--- src/rtl/gha_pkg.sv ---
// Shared constants, types and angle table of the heading and rotation core.
`default_nettype none

package gha_pkg;

  localparam int SAMPLE_BITS       = 16;
  localparam int ANGLE_BITS        = 32;
  localparam int CORDIC_ITERATIONS = 16;

  localparam int GAIN_BITS  = 24;
  localparam logic [GAIN_BITS-1:0] GAIN_RESET = 24'd26702;

  localparam int FRAC_BITS  = 16;
  localparam int OUT_BITS   = SAMPLE_BITS + 1;
  localparam int SCALED_W   = SAMPLE_BITS + FRAC_BITS;  // input times 1/K, 16 fraction bits
  localparam int WORK_W     = SAMPLE_BITS + FRAC_BITS + 2;  // CORDIC x/y, room for sqrt(2) growth
  localparam int BAM_W      = 32;  // binary angle used by the rotator
  localparam int ITER_W     = $clog2(CORDIC_ITERATIONS);
  localparam int QUEUE_DEPTH = 2;

  // 1/K in Q30
  localparam logic signed [30:0] KINV_Q30 = 31'sd652032874;

  localparam int IN_DATA_W  = ((3 * SAMPLE_BITS + 7) / 8) * 8;
  localparam int OUT_DATA_W = ((2 * OUT_BITS + 32 + 7) / 8) * 8;

  // One classified sample handed from the front to the rotator.
  typedef struct packed {
    logic signed [WORK_W-1:0] x;
    logic signed [WORK_W-1:0] y;
    logic signed [BAM_W-1:0]  z;
    logic [ANGLE_BITS-1:0]    heading;
  } gha_job_t;

  // arctan(2^-i) in 2^-32 turn units
  function automatic logic [BAM_W-1:0] atan_bam(input logic [4:0] idx);
    logic [BAM_W-1:0] v;
    case (idx)
      5'd0:    v = 32'h20000000;
      5'd1:    v = 32'h12E4051E;
      5'd2:    v = 32'h09FB385B;
      5'd3:    v = 32'h051111D4;
      5'd4:    v = 32'h028B0D43;
      5'd5:    v = 32'h0145D7E1;
      5'd6:    v = 32'h00A2F61E;
      5'd7:    v = 32'h00517C55;
      5'd8:    v = 32'h0028BE53;
      5'd9:    v = 32'h00145F2F;
      5'd10:   v = 32'h000A2F98;
      5'd11:   v = 32'h000517CC;
      5'd12:   v = 32'h00028BE6;
      5'd13:   v = 32'h000145F3;
      5'd14:   v = 32'h0000A2FA;
      5'd15:   v = 32'h0000517D;
      5'd16:   v = 32'h000028BE;
      5'd17:   v = 32'h0000145F;
      5'd18:   v = 32'h00000A30;
      5'd19:   v = 32'h00000518;
      5'd20:   v = 32'h0000028C;
      5'd21:   v = 32'h00000146;
      5'd22:   v = 32'h000000A3;
      5'd23:   v = 32'h00000051;
      default: v = '0;
    endcase
    return v;
  endfunction

endpackage

`default_nettype wire

--- src/rtl/gha_front.sv ---
// Front end: takes samples, integrates the heading, prescales and folds the angle.
`default_nettype none

module gha_front (
  input  wire logic                          clk,
  input  wire logic                          rst_n,
  input  wire logic                          cfg_we,
  input  wire logic [gha_pkg::GAIN_BITS-1:0] cfg_wdata,
  input  wire logic                          in_valid,
  output logic                               in_ready,
  input  wire logic [gha_pkg::SAMPLE_BITS-1:0] in_accel_x,
  input  wire logic [gha_pkg::SAMPLE_BITS-1:0] in_accel_y,
  input  wire logic [gha_pkg::SAMPLE_BITS-1:0] in_yaw_rate,
  input  wire logic                          in_restart,
  output logic                               job_push,
  output gha_pkg::gha_job_t                  job_data,
  input  wire logic                          job_full
);
  import gha_pkg::*;

  typedef enum logic [1:0] {F_IDLE, F_MUL, F_PUSH} fstate_t;

  fstate_t                      state_r, state_nxt;
  logic [GAIN_BITS-1:0]         gain_r;
  logic [ANGLE_BITS-1:0]        heading_r, heading_nxt;

  logic signed [SAMPLE_BITS-1:0] ax_r, ay_r, rate_r;
  logic                          restart_r;
  logic [ANGLE_BITS-1:0]         delta_r;
  logic signed [SCALED_W-1:0]    xs_r, ys_r;

  logic signed [SAMPLE_BITS+GAIN_BITS:0] rate_full;
  logic signed [SAMPLE_BITS+30:0]        xprod, yprod;

  logic [ANGLE_BITS-1:0]        heading_base;
  logic [ANGLE_BITS-1:0]        neg_heading;
  logic [BAM_W-1:0]             p;
  logic                         fold;
  logic signed [WORK_W-1:0]     xw, yw;

  assign rate_full = rate_r * $signed({1'b0, gain_r});
  assign xprod     = ax_r * KINV_Q30;
  assign yprod     = ay_r * KINV_Q30;

  assign heading_base = restart_r ? '0 : heading_r;
  assign heading_nxt  = heading_base + delta_r;
  assign neg_heading  = '0 - heading_nxt;
  assign p            = BAM_W'(neg_heading) << (BAM_W - ANGLE_BITS);
  // second or third quadrant: negate the vector and take half a turn off
  assign fold         = p[BAM_W-1] ^ p[BAM_W-2];
  assign xw           = {{(WORK_W-SCALED_W){xs_r[SCALED_W-1]}}, xs_r};
  assign yw           = {{(WORK_W-SCALED_W){ys_r[SCALED_W-1]}}, ys_r};

  always_comb begin
    job_data.x       = fold ? -xw : xw;
    job_data.y       = fold ? -yw : yw;
    job_data.z       = $signed({p[BAM_W-1] ^ fold, p[BAM_W-2:0]});
    job_data.heading = heading_nxt;
  end

  assign in_ready = (state_r == F_IDLE);
  assign job_push = (state_r == F_PUSH) && !job_full;

  always_comb begin
    state_nxt = state_r;
    case (state_r)
      F_IDLE:  if (in_valid) state_nxt = F_MUL;
      F_MUL:   state_nxt = F_PUSH;
      F_PUSH:  if (!job_full) state_nxt = F_IDLE;
      default: state_nxt = F_IDLE;
    endcase
  end

  always_ff @(posedge clk) begin
    if (!rst_n) begin
      state_r   <= F_IDLE;
      gain_r    <= GAIN_RESET;
      heading_r <= '0;
    end else begin
      state_r <= state_nxt;
      if (cfg_we) gain_r <= cfg_wdata;
      if (job_push) heading_r <= heading_nxt;
    end
  end

  always_ff @(posedge clk) begin
    if (in_valid && in_ready) begin
      ax_r      <= $signed(in_accel_x);
      ay_r      <= $signed(in_accel_y);
      rate_r    <= $signed(in_yaw_rate);
      restart_r <= in_restart;
    end
    if (state_r == F_MUL) begin
      delta_r <= rate_full[ANGLE_BITS-1:0];
      xs_r    <= xprod[SCALED_W+13:14];
      ys_r    <= yprod[SCALED_W+13:14];
    end
  end

endmodule

`default_nettype wire

--- src/rtl/gha_queue.sv ---
// Short job queue between the front end and the rotator.
`default_nettype none

module gha_queue (
  input  wire logic              clk,
  input  wire logic              rst_n,
  input  wire logic              push,
  input  wire gha_pkg::gha_job_t push_data,
  output logic                   full,
  input  wire logic              pop,
  output gha_pkg::gha_job_t      pop_data,
  output logic                   empty
);
  import gha_pkg::*;

  localparam int PTR_W = $clog2(QUEUE_DEPTH);

  gha_job_t            slot_r [QUEUE_DEPTH];
  logic [PTR_W-1:0]    wr_ptr_r, rd_ptr_r;
  logic [PTR_W:0]      count_r;

  assign full     = (count_r == (PTR_W+1)'(QUEUE_DEPTH));
  assign empty    = (count_r == '0);
  assign pop_data = slot_r[rd_ptr_r];

  always_ff @(posedge clk) begin
    if (!rst_n) begin
      wr_ptr_r <= '0;
      rd_ptr_r <= '0;
      count_r  <= '0;
    end else begin
      if (push) wr_ptr_r <= wr_ptr_r + 1'b1;
      if (pop)  rd_ptr_r <= rd_ptr_r + 1'b1;
      if (push && !pop)      count_r <= count_r + 1'b1;
      else if (pop && !push) count_r <= count_r - 1'b1;
    end
  end

  always_ff @(posedge clk) begin
    if (push) slot_r[wr_ptr_r] <= push_data;
  end

endmodule

`default_nettype wire

--- src/rtl/gha_back.sv ---
// Rotator: iterative CORDIC on one job at a time, rounding and output register.
`default_nettype none

module gha_back (
  input  wire logic                         clk,
  input  wire logic                         rst_n,
  input  wire logic                         job_empty,
  input  wire gha_pkg::gha_job_t            job_data,
  output logic                              job_pop,
  output logic                              out_valid,
  input  wire logic                         out_ready,
  output logic [gha_pkg::OUT_BITS-1:0]      out_rotated_x,
  output logic [gha_pkg::OUT_BITS-1:0]      out_rotated_y,
  output logic [31:0]                       out_heading
);
  import gha_pkg::*;

  localparam int RND_W = WORK_W - FRAC_BITS + 1;
  localparam logic [ITER_W-1:0] LAST_ITER = ITER_W'(CORDIC_ITERATIONS - 1);

  typedef enum logic [1:0] {B_IDLE, B_RUN, B_DONE} bstate_t;

  bstate_t                  state_r;
  logic signed [WORK_W-1:0] x_r, y_r;
  logic signed [BAM_W-1:0]  z_r;
  logic [ANGLE_BITS-1:0]    heading_r;
  logic [ITER_W-1:0]        iter_r;
  logic                     out_valid_r;
  logic [OUT_BITS-1:0]      rx_r, ry_r;
  logic [31:0]              hd_r;

  logic signed [WORK_W-1:0] dx, dy;
  logic signed [BAM_W-1:0]  da;
  logic                     out_load;
  logic [OUT_BITS-1:0]      rx_sat, ry_sat;

  function automatic logic [OUT_BITS-1:0] round_sat(input logic signed [WORK_W-1:0] v);
    logic [WORK_W:0]   sum;
    logic [RND_W-1:0]  rnd;
    logic [OUT_BITS-1:0] res;
    sum = {v[WORK_W-1], v} + (WORK_W+1)'(1 << (FRAC_BITS - 1));
    rnd = sum[WORK_W:FRAC_BITS];
    if (rnd[RND_W-1:OUT_BITS-1] == '0 || rnd[RND_W-1:OUT_BITS-1] == '1) begin
      res = rnd[OUT_BITS-1:0];
    end else if (rnd[RND_W-1]) begin
      res = {1'b1, {(OUT_BITS-1){1'b0}}};
    end else begin
      res = {1'b0, {(OUT_BITS-1){1'b1}}};
    end
    return res;
  endfunction

  assign dx = y_r >>> iter_r;
  assign dy = x_r >>> iter_r;
  assign da = $signed(atan_bam(5'(iter_r)));

  assign rx_sat = round_sat(x_r);
  assign ry_sat = round_sat(y_r);

  assign job_pop  = (state_r == B_IDLE) && !job_empty;
  assign out_load = (state_r == B_DONE) && (!out_valid_r || out_ready);

  assign out_valid     = out_valid_r;
  assign out_rotated_x = rx_r;
  assign out_rotated_y = ry_r;
  assign out_heading   = hd_r;

  always_ff @(posedge clk) begin
    if (!rst_n) begin
      state_r     <= B_IDLE;
      iter_r      <= '0;
      out_valid_r <= 1'b0;
    end else begin
      case (state_r)
        B_IDLE: begin
          if (!job_empty) begin
            state_r <= B_RUN;
            iter_r  <= '0;
          end
        end
        B_RUN: begin
          if (iter_r == LAST_ITER) state_r <= B_DONE;
          else                     iter_r  <= iter_r + 1'b1;
        end
        B_DONE: begin
          if (out_load) state_r <= B_IDLE;
        end
        default: state_r <= B_IDLE;
      endcase
      if (out_load)                    out_valid_r <= 1'b1;
      else if (out_valid_r && out_ready) out_valid_r <= 1'b0;
      if (out_load) begin
        rx_r <= rx_sat;
        ry_r <= ry_sat;
        hd_r <= 32'(heading_r);
      end
    end
  end

  always_ff @(posedge clk) begin
    if (job_pop) begin
      x_r       <= job_data.x;
      y_r       <= job_data.y;
      z_r       <= job_data.z;
      heading_r <= job_data.heading;
    end else if (state_r == B_RUN) begin
      if (!z_r[BAM_W-1]) begin
        x_r <= x_r - dx;
        y_r <= y_r + dy;
        z_r <= z_r - da;
      end else begin
        x_r <= x_r + dx;
        y_r <= y_r - dy;
        z_r <= z_r + da;
      end
    end
  end

endmodule

`default_nettype wire

--- src/rtl/gyro_heading_accel_rotation_core.sv ---
// Top level of the heading-integrating acceleration rotation core.
//
// Input channel in_*: one IMU sample per item. in_tdata carries accel_x,
// accel_y and yaw_rate (signed, 16 bits each, lowest first); in_tuser[0] is
// the restart flag, which clears the heading before this sample is added.
// Output channel out_*: one result per sample, rotated_x and rotated_y (17-bit
// signed) and the updated heading (32-bit binary angle, full turn = 2^32).
// cfg_we/cfg_wdata load angle_gain, the heading step per rate count per
// sample; write it only while the core is idle.
//
// The item rate is set by the rotator, which works on one job at a time: a
// load state, one CORDIC step per cycle (16 steps), then a round/output state.
// The front end takes each item through capture, multiply, and integrate and
// fold, and hands jobs through a two-entry queue, so it runs ahead of the rotator.
// Reset (synchronous, rst_n low) clears the heading to zero, restores the
// default gain and empties the queue and output register. A stalled receiver
// holds the result in the output register; the rotator then waits, the queue
// fills and in_tready drops until space frees up.
`default_nettype none

module gyro_heading_accel_rotation_core (
  input  wire logic                            clk,
  input  wire logic                            rst_n,
  input  wire logic                            cfg_we,
  input  wire logic [gha_pkg::GAIN_BITS-1:0]   cfg_wdata,   // angle_gain
  input  wire logic                            in_tvalid,
  output logic                                 in_tready,
  input  wire logic [gha_pkg::IN_DATA_W-1:0]   in_tdata,    // accel_x, accel_y, yaw_rate
  input  wire logic [0:0]                      in_tuser,    // restart
  output logic                                 out_tvalid,
  input  wire logic                            out_tready,
  output logic [gha_pkg::OUT_DATA_W-1:0]       out_tdata    // rotated_x, rotated_y, heading_out, zero pad
);
  import gha_pkg::*;

  gha_job_t             push_data, pop_data;
  logic                 push, pop, full, empty;
  logic [OUT_BITS-1:0]  rot_x, rot_y;
  logic [31:0]          heading_out;

  gha_front u_front (
    .clk         (clk),
    .rst_n       (rst_n),
    .cfg_we      (cfg_we),
    .cfg_wdata   (cfg_wdata),
    .in_valid    (in_tvalid),
    .in_ready    (in_tready),
    .in_accel_x  (in_tdata[SAMPLE_BITS-1:0]),
    .in_accel_y  (in_tdata[2*SAMPLE_BITS-1:SAMPLE_BITS]),
    .in_yaw_rate (in_tdata[3*SAMPLE_BITS-1:2*SAMPLE_BITS]),
    .in_restart  (in_tuser[0]),
    .job_push    (push),
    .job_data    (push_data),
    .job_full    (full)
  );

  gha_queue u_queue (
    .clk       (clk),
    .rst_n     (rst_n),
    .push      (push),
    .push_data (push_data),
    .full      (full),
    .pop       (pop),
    .pop_data  (pop_data),
    .empty     (empty)
  );

  gha_back u_back (
    .clk           (clk),
    .rst_n         (rst_n),
    .job_empty     (empty),
    .job_data      (pop_data),
    .job_pop       (pop),
    .out_valid     (out_tvalid),
    .out_ready     (out_tready),
    .out_rotated_x (rot_x),
    .out_rotated_y (rot_y),
    .out_heading   (heading_out)
  );

  // Pack the result: rotated_x lowest, then rotated_y, heading, zero pad.
  assign out_tdata = OUT_DATA_W'({heading_out, rot_y, rot_x});

endmodule

`default_nettype wire

--- config.mk ---
export PLATFORM = sky130hd
export DESIGN_NAME = gyro_heading_accel_rotation_core
export DESIGN_NICKNAME = d
export VERILOG_FILES = /design/src/rtl/gha_pkg.sv /design/src/rtl/gha_front.sv /design/src/rtl/gha_queue.sv /design/src/rtl/gha_back.sv /design/src/rtl/gyro_heading_accel_rotation_core.sv
export SDC_FILE = /design/constraint.sdc
export NUM_CORES = 2
export LEC_CHECK = 0
export ABC_AREA = 1
export BUFFER_PORTS_ARGS = -buffer_cell sky130_fd_sc_hd__buf_2
export CORE_UTILIZATION = 40
export CTS_CLUSTER_DIAMETER = 50
export DETAILED_ROUTE_END_ITERATION = 7
export PLACE_DENSITY = 0.59
export SLEW_MARGIN = 20
export SYNTH_ARGS = -nofsm -noshare
export SYNTH_HDL_FRONTEND = slang
export SYNTH_HIERARCHICAL = 1
export SYNTH_SLANG_ARGS = --single-unit
--- constraint.sdc ---
create_clock -name clk -period 21 [get_ports clk]
set_input_delay 0 -clock clk [delete_from_list [all_inputs] [get_ports clk]]
set_output_delay 0 -clock clk [all_outputs]
set_load 0.02 [all_outputs]
==> key figures <==
Outcome
  – Status: complete, no violations

Logic synthesis
  – Yosys warns: 6
  – Synth area leader: edfxtp_1
  – Number of flops mapped to enable cells by yosys: 607
  – Synth top area share: 25.5%
  – Area of the mapped netlist: 71500 µm²
  – Yosys reg bits: just over 700
  – Mapped Cells: around 8.4k
  – Mean post-synth cell area: 8.51 µm²
  – Post-synthesis sequential area ratio: between 20% and 30%
  – Post-synth ARST share: 0%
  – Number of distinct library cells after synthesis: 66
  – Largest cells by area after synthesis: edfxtp_1 26%, fa_1 18%, ha_1 9.8%
  – Ys flop type: edfxtp_1

Worst setup path
  – CP endpoint: u_front/delta_r[28]
  – Worst Path Arrival: 7.05 ns
  – CP startpoint: u_front/rate_r[1]
  – Setup slack, reg-to-reg: roughly 14 ns
  – R2R depth: 21
  – Slowest CP cell: edfxtp_1
  – CP dominant cell by count: fa_1
  – Crit Path Class: reg2reg
  – Worst setup SP type: flop
  – CP required: between 20 and 25 ns
  – Crit. End Element: flop
  – Largest stage delay, worst path: approximately 1.2 ns
  – CP max FO: 24
  – Critical path cell sequence: nand2_1 -> fa_1 -> inv_1 -> fa_1 -> inv_1 -> fa_1 -> inv_1 -> fa_1 -> fa_1 -> inv_1 -> fa_1 -> inv_1 -> ha_1 -> nand4_1 -> nor3_1 -> nand3_1 -> nand3_1 -> nand3_1 -> nand2_1 -> a31oi_1 -> xor2_1
  – Reg2reg start: u_front/rate_r[1]
  – FF-to-FF End: u_front/delta_r[28]

Place
  – Placed inst area: around 74000 µm²
  – Port Buf Inserts: about 150
  – Post-DP HPWL: around 160 mm
  – Gpl congestion: about 0.97

Global routing
  – Initial antenna violation count: 1
  – Largest net degree at the start of global routing: 85
  – Total gr overflow: 0
  – Number of global-route vias before repair: 55.8k
  – Global-route wire length before repair: between 300 and 400 mm
  – Total track usage: between 20% and 30%

Clocking
  – Clock-pin transition on the worst setup and hold timing paths: 0.05 ns
  – Clk root buf: clkbuf_16
  – Post-CTS sizing: 0
  – TritonCTS clock tree: yes
  – Clk Latency, worst-skew pair: between 0.7 and 0.8 ns
  – Hold_buf cts: around 180
  – H-tree lvl count: 3
  – Clock buffer depth: 3
  – Clock sinks: approximately 700
  – Setup bufs post-CTS: 0
  – Num CTS Buffers: between 100 and 150

Floorplan
  – Die Area: around 180000 µm²
  – # IOs: roughly 150
  – Die X: 425 µm
  – Die Y: 425 µm
  – Row count: around 150
  – Starting density of the core: a little over 40%
  – Core area: 177000 µm²

Final layout
  – Area grow syn2layout: 11.4%
  – Register area: ~20000 µm²
  – Finished Core Util: a little under half
  – # nets final: between 9k and 10k
  – Commonest non-fill, non-tap cells in the layout: 1776 x nand2_1, 1617 x inv_1, 639 x nand3_1
  – Most common cell after layout, fill and taps aside: nand2_1
  – Share of cells above drive strength 1: 9.01%
  – Finished Cell Area: ~80000 µm²
  – Fill count: between 15k and 20k
  – Multi-input gate area: 43800 µm²

STA
  – Final hold violations: 0
  – Max transition margin: a little under a fifth
  – Worst slew pin tran: between 1 and 1.5 ns
  – Final setup viols: 0
  – Setup TNS Final: 0 ns
  – Clk_skew: around 0.054 ns
  – Minimum clock period: around 6.5 ns
  – RSZ-0062 raised after global routing: no
  – Fmax: roughly 0.15 GHz
  – Fin crit share: between 30% and 40%
  – Hold WS: approximately 0.046 ns
  – Pins Over Slew Limit: 0

Detailed routing
  – Residual DRC: 0
  – Detailed-route via count: approximately 56k
  – Wire per inst: 18.2 µm
  – Number of DRC markers in iteration 0: between 4k and 5k
  – DR pass1 iterations: 6
  – Drt via density: between 5 and 6
  – Antenna-violating nets left: 0
  – Final wirelength: a little over 200 mm

Run
  – Max-Cap Viols: 0

Min path
  – Hold Crit Class: in2reg
[metal layers]
layer	GRT usage [%]	vias up	part of all wire, %
li1	-	27200	-
met1	31.7	26900	47
met2	35.9	1538	46
met3	3.04	230	5.4
met4	5.65	0	2.0
met5	0	-	0
[area by class of cell]
cell class / instances / area share [%]
Antenna cell: 1 / 0.00314
Clock buffer: 122 / 3.42
Clock inverter: 69 / 1.15
Inverter: 1640 / 7.75
Multi-Input combinational cell: 5814 / 55.0
Sequential cell: 707 / 25.4
Tap cell: 2340 / 3.68
Timing Repair Buffer: 360 / 3.57
[through the flow]
step | setup WS, ns | cells
4_1_cts | 14.45 | 11000
3_3_place_gp | 14.55 | 10700
5_1_grt | 14.13 | 11100
2_1_floorplan | 13.59 | 8406
6_report | 14.46 | 11100
3_5_place_dp | 14.43 | 10700
[how the worst min path moves through the flow]
stage                 startpoint                end  cells past startpoint
floorplan            in_tdata[0]    u_front/ax_r[0]                      0
global placement    in_tdata[32]  u_front/rate_r[0]                      1
detailed placement  in_tdata[37]  u_front/rate_r[5]                      1
CTS                 in_tdata[19]    u_front/ay_r[3]                      2
global route        in_tdata[19]    u_front/ay_r[3]                      2
finish              in_tdata[19]    u_front/ay_r[3]                      2
[critical path, delay by kind of cell (launching register included)]
kind,cells,cell delay [ns]
AOI/OAI and AO/OA,1,0.11
xor gates and xnor gates,1,0.15
adders and majority gates,7,3.48
buffers and inverters,5,0.27
DFF,1,1.15
and+or+nand+nor,7,1.10
[synthesized netlist by cell type, drive strengths merged, types with 10 or more instances]
cell type / count
nand2: 1834
fa: 637
o21bai: 30
nor4: 28
nor3: 68
a21o: 27
and2: 10
buf: 115
nor2: 578
or2: 65
xnor2: 120
inv: 1640
edfxtp: 607
xor2: 222
o21ai: 268
clkbuf: 130
o211ai: 10
a21oi: 318
ha: 562
dfxtp: 100
nand3b: 13
a31oi: 37
nand4: 74
o21a: 19
nand3: 698
mux2: 132
[sequential cells by signal, summed over array words and instances, names as in the netlist, 4 cells and up, named ones only]
register	count
u_front/heading_r	32
u_front/ys_r	32
u_back/z_r	32
u_front/gain_r	24
u_front/xs_r	32
u_back/out_heading	32
u_back/out_rotated_x	17
u_queue/slot_r	264
u_back/y_r	34
u_back/out_rotated_y	17
u_front/rate_r	16
u_front/ax_r	16
u_back/iter_r	4
u_back/heading_r	32
u_front/delta_r	32
u_back/da	30
u_front/ay_r	16
u_back/x_r	34
[logic make-up after synthesis]
logic type	after synthesis	share of synthesized area (%)
simple gates	3375	20.8
buf+inv	1885	10.5
fa+ha+maj	1199	27.7
compound gates	760	6.04
flops	707	28.3
xor+xnor	342	4.19
mux	132	2.50
other cells	1	0.00525
Power is not shown: default switching activity piles up to over one toggle a cycle in this logic, so the estimate is an artifact.
